File: config.mk
export PLATFORM = sky130hd
export DESIGN_NAME = positional_score_list_engine
export DESIGN_NICKNAME = d
export VERILOG_FILES = /design/src/rtl/core/psle_pkg.sv /design/src/rtl/core/psle_div.sv /design/src/rtl/core/positional_score_list_engine.sv
export SDC_FILE = /design/constraint.sdc
export NUM_CORES = 2
export LEC_CHECK = 0
export BUFFER_PORTS_ARGS = -buffer_cell sky130_fd_sc_hd__buf_4
export CAP_MARGIN = 20
export CORE_ASPECT_RATIO = 1.5
export CORE_MARGIN = 2
export CORE_UTILIZATION = 31
export CTS_CLUSTER_DIAMETER = 40
export DETAILED_ROUTE_END_ITERATION = 7
export SYNTH_ARGS = -nofsm -noshare
export SYNTH_HDL_FRONTEND = slang
export SYNTH_HIERARCHICAL = 1
export SYNTH_SLANG_ARGS = --single-unit
File: constraint.sdc
create_clock -name clk -period 22.2 [get_ports clk]
set_input_delay 3.33 -clock clk [delete_from_list [all_inputs] [get_ports clk]]
set_output_delay 3.33 -clock clk [all_outputs]
set_load 0.01 [all_outputs]
File: src/rtl/core/psle_pkg.sv
package psle_pkg;
  localparam int CAPACITY_DEF = 64;
  localparam int SCORE_BITS_DEF = 16;
  localparam int CNT_W = 7;
  localparam int SUM_W = 22;
  localparam int AVG_W = 24;

  typedef enum logic [1:0] {
    ACT_INSERT = 2'd0,
    ACT_DELETE = 2'd1,
    ACT_SORT   = 2'd2,
    ACT_READ   = 2'd3
  } action_t;

  typedef enum logic [1:0] {
    ST_DONE  = 2'd0,
    ST_BAD   = 2'd1,
    ST_EMPTY = 2'd2
  } status_t;
endpackage

File: src/rtl/core/psle_div.sv
module psle_div #(
  parameter int NW = 30,
  parameter int DW = 7
) (
  input  logic                 clk,
  input  logic                 rst,
  input  logic                 go,
  input  logic signed [NW-1:0] num,
  input  logic [DW-1:0]        den,
  output logic                 done,
  output logic signed [NW-1:0] quo
);
  localparam int CW = $clog2(NW + 1);

  logic [NW-1:0] mag;
  logic [DW:0]   rem;
  logic          neg;
  logic [CW-1:0] cnt;
  logic          run;
  logic [DW:0]   trial;

  assign trial = {rem[DW-1:0], mag[NW-1]};

  always_ff @(posedge clk) begin
    if (rst) begin
      run  <= 1'b0;
      done <= 1'b0;
    end else begin
      done <= 1'b0;
      if (go) begin
        run <= 1'b1;
        cnt <= CW'(NW);
        neg <= num[NW-1];
        mag <= num[NW-1] ? NW'(-num) : NW'(num);
        rem <= '0;
      end else if (run) begin
        if (trial >= {1'b0, den}) begin
          rem <= trial - {1'b0, den};
          mag <= {mag[NW-2:0], 1'b1};
        end else begin
          rem <= trial;
          mag <= {mag[NW-2:0], 1'b0};
        end
        cnt <= cnt - 1'b1;
        if (cnt == CW'(1)) begin
          run  <= 1'b0;
          done <= 1'b1;
        end
      end
    end
  end

  assign quo = neg ? -$signed(mag) : $signed(mag);
endmodule

File: src/rtl/core/positional_score_list_engine.sv
// Command engine over an ordered list held in one single-port-read memory.
// Raise start for one cycle while busy is low; busy then stays high until the
// result beat, shown for exactly one cycle with done high (it cannot be held).
// A memory read registers the chosen address and then the read data.
// Each command takes a walk over the list: insert/delete shift entries one at
// a time (address, wait, write), a read waits on the memory, sort is an
// insertion sort (address, wait and load to fetch each key, wait and compare
// per comparison, one write to place it), and statistics take a pass over the
// list, when it is not empty, followed by a bit-serial divide for the
// average. No clearing pass.
module positional_score_list_engine #(
  parameter int CAPACITY   = psle_pkg::CAPACITY_DEF,
  parameter int SCORE_BITS = psle_pkg::SCORE_BITS_DEF
) (
  input  logic                          clk,
  input  logic                          rst,
  input  logic                          start,
  input  logic [1:0]                    action,
  input  logic [6:0]                    position,
  input  logic signed [15:0]            score_in,
  output logic                          busy,
  output logic                          done,
  output logic [1:0]                    status,
  output logic signed [15:0]            score_out,
  output logic [psle_pkg::CNT_W-1:0]    entry_total,
  output logic signed [15:0]            max_score,
  output logic signed [psle_pkg::SUM_W-1:0] score_sum,
  output logic signed [psle_pkg::AVG_W-1:0] average_q8
);
  localparam int AW = $clog2(CAPACITY);
  localparam int NW = $clog2(CAPACITY + 1);
  localparam int SW = SCORE_BITS + NW + 1;
  localparam int QW = SW + 8;

  typedef enum logic [4:0] {
    S_IDLE, S_INS_RD, S_INS_WT, S_INS_WR, S_DEL_RD, S_DEL_WT, S_DEL_WR,
    S_SRT_KEY, S_SRT_KW, S_SRT_KL, S_SRT_W, S_SRT_CMP, S_SRT_PUT,
    S_RD_WAIT, S_RD_GET, S_ST_RD, S_ST_ACC, S_DIV, S_OUT
  } state_t;

  state_t state;
  logic signed [SCORE_BITS-1:0] mem [CAPACITY];
  logic signed [SCORE_BITS-1:0] rdata, key, ins_val, mx;
  logic [AW-1:0] raddr, waddr;
  logic          we;
  logic signed [SCORE_BITS-1:0] wdata;
  logic [NW-1:0] count, idx, jdx, stop;
  logic [1:0]    st;
  logic signed [SCORE_BITS-1:0] rv;
  logic signed [SW-1:0] sum;
  logic          div_go, div_done;
  logic signed [QW-1:0] quo;

  always_ff @(posedge clk) begin
    if (we) mem[waddr] <= wdata;
    rdata <= mem[raddr];
  end

  psle_div #(.NW(QW), .DW(NW)) u_div (
    .clk(clk), .rst(rst), .go(div_go), .num({sum, 8'd0}), .den(count),
    .done(div_done), .quo(quo)
  );

  assign busy = (state != S_IDLE);

  always_ff @(posedge clk) begin
    if (rst) begin
      state  <= S_IDLE;
      count  <= '0;
      done   <= 1'b0;
      we     <= 1'b0;
      div_go <= 1'b0;
    end else begin
      done   <= 1'b0;
      we     <= 1'b0;
      div_go <= 1'b0;
      unique case (state)
        S_IDLE: begin
          if (start) begin
            st <= psle_pkg::ST_DONE;
            rv <= '0;
            ins_val <= SCORE_BITS'(score_in);
            unique case (action)
              psle_pkg::ACT_INSERT: begin
                if (count >= NW'(CAPACITY)) begin
                  st <= psle_pkg::ST_BAD; idx <= '0; state <= S_ST_RD;
                end else if (count == '0) begin
                  we <= 1'b1; waddr <= '0; wdata <= SCORE_BITS'(score_in);
                  count <= NW'(1); idx <= '0; state <= S_ST_RD;
                end else if (position == 7'd0 || 32'(position) > 32'(count) + 1) begin
                  st <= psle_pkg::ST_BAD; idx <= '0; state <= S_ST_RD;
                end else begin
                  idx <= count; stop <= NW'(position - 7'd1);
                  state <= S_INS_RD;
                end
              end
              psle_pkg::ACT_DELETE: begin
                if (count == '0) begin
                  st <= psle_pkg::ST_EMPTY; idx <= '0; state <= S_ST_RD;
                end else if (position == 7'd0 || 32'(position) > 32'(count)) begin
                  st <= psle_pkg::ST_BAD; idx <= '0; state <= S_ST_RD;
                end else begin
                  idx <= NW'(position); state <= S_DEL_RD;
                end
              end
              psle_pkg::ACT_SORT: begin
                idx <= NW'(1); state <= S_SRT_KEY;
              end
              default: begin
                if (count == '0) begin
                  st <= psle_pkg::ST_EMPTY; idx <= '0; state <= S_ST_RD;
                end else if (position == 7'd0 || 32'(position) > 32'(count)) begin
                  st <= psle_pkg::ST_BAD; idx <= '0; state <= S_ST_RD;
                end else begin
                  raddr <= AW'(position - 7'd1); state <= S_RD_WAIT;
                end
              end
            endcase
          end
        end
        S_RD_WAIT: begin
          state <= S_RD_GET;
        end
        S_RD_GET: begin
          rv <= rdata; idx <= '0; state <= S_ST_RD;
        end
        S_INS_RD: begin
          if (idx == stop) begin
            we <= 1'b1; waddr <= AW'(stop); wdata <= ins_val;
            count <= count + 1'b1; idx <= '0; state <= S_ST_RD;
          end else begin
            raddr <= AW'(idx - 1'b1); state <= S_INS_WT;
          end
        end
        S_INS_WT: begin
          state <= S_INS_WR;
        end
        S_INS_WR: begin
          we <= 1'b1; waddr <= AW'(idx); wdata <= rdata;
          idx <= idx - 1'b1; state <= S_INS_RD;
        end
        S_DEL_RD: begin
          if (idx >= count) begin
            count <= count - 1'b1; idx <= '0; state <= S_ST_RD;
          end else begin
            raddr <= AW'(idx); state <= S_DEL_WT;
          end
        end
        S_DEL_WT: begin
          state <= S_DEL_WR;
        end
        S_DEL_WR: begin
          we <= 1'b1; waddr <= AW'(idx - 1'b1); wdata <= rdata;
          idx <= idx + 1'b1; state <= S_DEL_RD;
        end
        S_SRT_KEY: begin
          if (idx >= count) begin
            idx <= '0; state <= S_ST_RD;
          end else begin
            raddr <= AW'(idx); state <= S_SRT_KW;
          end
        end
        S_SRT_KW: begin
          state <= S_SRT_KL;
        end
        S_SRT_KL: begin
          key <= rdata; jdx <= idx;
          raddr <= AW'(idx - 1'b1); state <= S_SRT_W;
        end
        S_SRT_W: begin
          state <= S_SRT_CMP;
        end
        S_SRT_CMP: begin
          if (rdata > key) begin
            we <= 1'b1; waddr <= AW'(jdx); wdata <= rdata;
            jdx <= jdx - 1'b1;
            if (jdx == NW'(1)) begin
              state <= S_SRT_PUT;
            end else begin
              raddr <= AW'(jdx - 2'd2); state <= S_SRT_W;
            end
          end else begin
            state <= S_SRT_PUT;
          end
        end
        S_SRT_PUT: begin
          we <= 1'b1; waddr <= AW'(jdx); wdata <= key;
          idx <= idx + 1'b1; state <= S_SRT_KEY;
        end
        S_ST_RD: begin
          sum <= '0; mx <= '0;
          raddr <= '0; jdx <= '0;
          if (count == '0) state <= S_OUT;
          else state <= S_ST_ACC;
        end
        S_ST_ACC: begin
          if (idx == '0) begin
            idx <= NW'(1);
            raddr <= AW'(1);
          end else begin
            sum <= sum + SW'(rdata);
            if (idx == NW'(1) || rdata > mx) mx <= rdata;
            if (idx == count) begin
              div_go <= 1'b1; state <= S_DIV;
            end else begin
              idx <= idx + 1'b1;
              raddr <= AW'(idx + 1'b1);
            end
          end
        end
        S_DIV: begin
          if (div_done) state <= S_OUT;
        end
        default: begin
          done <= 1'b1;
          status <= st;
          score_out <= 16'(rv);
          entry_total <= psle_pkg::CNT_W'(count);
          max_score <= 16'(mx);
          score_sum <= psle_pkg::SUM_W'(sum);
          average_q8 <= (count == '0) ? '0 : psle_pkg::AVG_W'(quo);
          state <= S_IDLE;
        end
      endcase
    end
  end

  assert property (@(posedge clk) disable iff (rst) done |-> !busy);
  assert property (@(posedge clk) disable iff (rst) count <= NW'(CAPACITY))
    else $error("count overflow");
  assert property (@(posedge clk) disable iff (rst) (start && !busy) |=> busy)
    else $error("command not taken");
endmodule

======== Word level (Yosys, flattened, before mapping) ========
Memory sizes are Yosys's and may differ from the RTL's. A register that Yosys moved wholly into a read port is not among the register bits.
Index checks and enable logic that the tools add are counted.
cells by class
  multipliers ............................. 0
  reductions and logical operators ........ 42
  equal/unequal tests ..................... 44
  bitwise gates (word level) .............. 7
  muxes and demuxes ....................... 103
  shift-type cells ........................ 0
  magnitude comparators ................... 7
  add/subtract/negate cells ............... 13
  divide/modulo/power cells ............... 0
operators by type and width
  operator                                                             number
  7-bit two-way mux                                                    21
  16-bit two-way mux                                                   9
  6-bit two-way mux                                                    17
  32-bit two-way mux                                                   3
  5-bit case mux with 18 select lines                                  1
  16-bit case mux with 5 select lines                                  1
  16-bit case mux with 2 select lines                                  2
  7-bit case mux with 3 select lines                                   3
  7-bit case mux with 7 select lines                                   1
  24-bit two-way mux                                                   2
  24-bit case mux with 2 select lines                                  1
  6-bit case mux with 7 select lines                                   1
  5-bit by 4-bit == test with 1-bit output (second input constant)     8
  6-bit case mux with 6 select lines                                   1
  16-bit > comparator                                                  2
  32-bit negation                                                      1
  2-bit inequality test (second input constant)                        15
  4-bit two-way mux                                                    7
  7-bit by 1-bit subtractor with 7-bit output (second input constant)  4
  5-bit two-way mux                                                    5
  24-bit by 16-bit adder with 24-bit output                            1
  24-bit negation                                                      1
  7-bit logical NOT                                                    3
  7-bit AND reduction                                                  3
  other kinds (45)                                                     103
storage, ports and cells
  logic and storage cells ................. 246
  bits in latches ......................... 0
  memories ................................ 1
  input bits .............................. 28
  output and inout bits ................... 89
  memory bits (writable) .................. 1024
  memory bits (read-only) ................. 0
  bits in registers ....................... 289
memories
  name  words  width  read ports  clocked after Yosys merged registers in  write ports  line                                source
  mem   64     16     1           1                                        1            positional_score_list_engine.sv:42  logic signed [SCORE_BITS-1:0] mem [CAPACITY];

======== Depth between registers and ports, before layout ========
  word-level depth ........................ 9
  gate-level depth with buffers ........... 12
  depth with buffers taken out ............ 12

======== Modules after synthesis ========
Netlist, hierarchy kept.
modules (own cells, without submodules)
  module                        times used  cells an instance  seq. area each (sq um)  area each (sq um)
  positional_score_list_engine  1           2690               38156.6                 52297.7
  psle_div                      1           426                1421.4                  3819.9

======== Worst setup path after synthesis ========
Ideal clock, no wire load.
  path type ............................... input to register
  start point ............................. in rst
  end point ............................... reg average_q8[0] in the netlist's numbering, enable pin
  arrival time ............................ 9709 ps
  required time ........................... 21561 ps
  cell stages on the path ................. 3
  setup time .............................. 639 ps
  setup slack ............................. 11852 ps
  cells stage by stage .................... clkbuf_1 > buf_1 > nor3_1
on the way
  word-level cells in the longest chain between the ends .. 2
ends and longest elaborated chain
  element                        line                                 source
  from (decl)                    positional_score_list_engine.sv:16   input logic rst,
  1-bit inverter (no line)       n/a
  2-bit AND reduction (no line)  n/a
  to (signal assigned)           positional_score_list_engine.sv:221  average_q8 <= (count == '0) ? '0 : psle_pkg::AVG_W'(quo);
  to (decl)                      positional_score_list_engine.sv:28   output logic signed [psle_pkg::AVG_W-1:0] average_q8
Every way passes these cells.
A chain may end at the register's enable or synchronous reset.

======== Worst setup path after layout ========
  start point ............................. reg state[2]
  end point ............................... out busy
on the way
  word-level cells in the longest chain between the ends .. 1
ends and longest elaborated chain
  element                 line                                source
  from (decl)             positional_score_list_engine.sv:41  state_t state;
  from (signal assigned)  positional_score_list_engine.sv:68  state <= S_IDLE;
  from (signal assigned)  positional_score_list_engine.sv:86  st <= psle_pkg::ST_BAD; idx <= '0; state <= S_ST_RD;
  from (signal assigned)  positional_score_list_engine.sv:89  count <= NW'(1); idx <= '0; state <= S_ST_RD;
  5-bit nonzero test      positional_score_list_engine.sv:64  assign busy = (state != S_IDLE);
  to (decl)               positional_score_list_engine.sv:21  output logic busy,
Every way passes these cells.

==> reports/results.ini <==
[global_routing]
track_usage_pct = 15.0
grt_pass1_vias = 29800
global_route.overflow_total = 0
antenna_found_initial = 8
grt_first_pass_wirelength_um = 202000
grt_max_degree = 116

[clock_tree]
cts-hold-fix-buffers = 0
clockBufferDepth = 3
clk_latency_ns = 0.75
cts_tree = done
cts-root-buf = clkbuf_16
cts-resized-gates = 0
cts_setup_buffers = 0
cts_sinks = 1329
cts_buffers = 131
htreeDepth = 4
clkTransAtPathRegs_ns = 0.06

[setup_path]
cp-end-kind = output pin
crit_fanout = 19
cp-start-kind = flop
required_ns = 18.87
critPathKind = flop to output pin
crit_arrival_ns = 2.73

[status]
outcome = finished clean

[sta]
hold_violations = 0
min_period_over_period_pct = 27.3
drv_slew = 0
finClkSkew_ns = 0.0291
tightest_slew_ns = 1.20
fmax_mhz = 165
period_minus_slack_ns = 6.06
setup_viol = 0
slew_headroom_pct = 20.2
tns_ns = 0
fin_hold_ws_ns = 0.420
rsz0062_at_grt = no

[routing]
via_per_inst = 4.99
wl_met1_um = 51400
wl_met3_um = 6640
drt-initial-drc-count = 2322
dr.pass1.iters = 6
wl_per_cell_um = 23.7
wirelength_um = 139000
routed.top_layer = met5
drc = 0
wl_met2_um = 76100
ant_nets = 0
vias = 29300

[floorplan]
rows = 191
core-area_sq_mm = 0.180
start_util_pct = 31.1
dieArea_sq_mm = 0.184
die_width_um = 351
die_h_um = 524
ios = 117

[power_and_ir_drop]
power_frac_comb_pct = 26.3
p_clk_share_pct = 30.8
power_mw = 7.56
powerDensity_mw_per_mm2 = 117
ir_drop_mv = 0.0858
internal_power_mw = 5.24
swShare_pct = 30.6
power_frac_seq_pct = 43.0
p_leak_nw = 21.1
p_sw_mw = 2.31

[synthesis]
synth_area_sq_mm = 0.0559
syn_avg_cell_area_sq_um = 18.1
netlist_instances = 3094
yosysWarnings = 6

[placement]
routabilityCongestion = 0.835
hpwl_um = 88500
io_buffer_count = 116
place_area_sq_mm = 0.0603

[finish]
final_layout_size_suffix_gt1_share_pct = 23.4
design_area_sq_mm = 0.0648
syn2layout_area_growth_pct = 15.9
finalNetCount = 3483

[flow_run]
drv_cap = 0

[hold_path]
hold_path.class = flop to flop

-- critical path, stage by stage (launching register included) --
cell,delay [ns]
dfxtp_1,0.51
nor2_2,0.28
nand2_1,0.16
nor3_1,0.64
inv_2,0.18
buf_4,0.21
-- flip-flops by register name (all words and copies together), names as in the netlist, 7 cells and up --
name and cells:
entry_total 7, rv 16, stop 7, rdata 16, count 7, key 16, ins_val 16, max_score 16
sum 24, u_div/rem 7, idx 7, average_q8 24, score_out 16, mx 16, u_div/mag 32, jdx 7
wdata 16, score_sum 22, mem 1024
-- power by group through the flow --
stage / Sequential [mW] / Combinational (mW) / Clock [mW]
after floorplan: 3.32 / 1.24 / 0
after global placement: 3.30 / 2.00 / 0
after detailed placement: 3.30 / 2.02 / 0
after CTS: 3.25 / 2.03 / 2.37
after global routing: 3.26 / 2.13 / 2.46
final: 3.25 / 1.98 / 2.32
-- worst paths after layout --
path / cells past startpoint / slack (ns) / end / startpoint
min: 0 / 0.42 / score_out[13] / rv[13]
max: 5 / 16.14 / busy / state[2]
max reg2reg: 6 / 17.29 / rdata[9] / raddr[0]
min reg2reg: 0 / 0.42 / score_out[13] / rv[13]
-- routing by layer --
| metal | vias up | track usage [%] |
|---|---|---|
| met5 | - | 0 |
| met1 | 15200 | 16.8 |
| met2 | 812 | 28.5 |
| li1 | 13000 | - |
| met4 | 6 | 5.27 |
| met3 | 211 | 2.41 |
-- metrics by stage --
step	util [%]	setup WS (ns)	cells
3_3_place_gp	33.5	15.84	5620
6_report	36.0	16.14	5862
4_1_cts	36.0	16.09	5856
2_1_floorplan	-	11.85	3122
3_5_place_dp	33.5	15.81	5621
5_1_grt	36.0	15.98	5860
-- layout make-up --
class                   instances  area, sq um
fillers                     16700       115000
flip-flops and latches       1329        39600
multi-input cells            1553        15600
clock buffers                 155         3470
well taps                    2412         3020
repair buffers                237         1830
clock inverters                80         1030
inverters                      93          349
diodes                          3         7.51
-- layout by cell type, fill, tap and decap left out, types with 9 or more instances in the layout --
master	instances
dfxtp_1	32
edfxtp_1	1296
clkinvlp_4	10
and3_1	26
a222oi_1	23
nor4_1	14
nand2_1	125
mux4_2	336
a21o_1	16
o21a_1	16
nor2_1	181
nor2b_1	22
o31ai_1	18
a211oi_1	13
xor2_1	53
inv_6	10
clkbuf_16	137
inv_1	90
nand2b_1	19
clkbuf_1	19
conb_1	29
o22ai_1	9
a21oi_1	97
nand4_1	18
o41ai_1	13
o21ai_0	66
and2_1	45
bufinv_16	19
a31oi_1	10
clkinv_1	18
clkinv_2	15
ha_1	107
nor3_1	39
xnor2_1	45
buf_4	231
or3_1	23
nand3_1	44
Note: power is estimated with default switching activity, not from simulation.
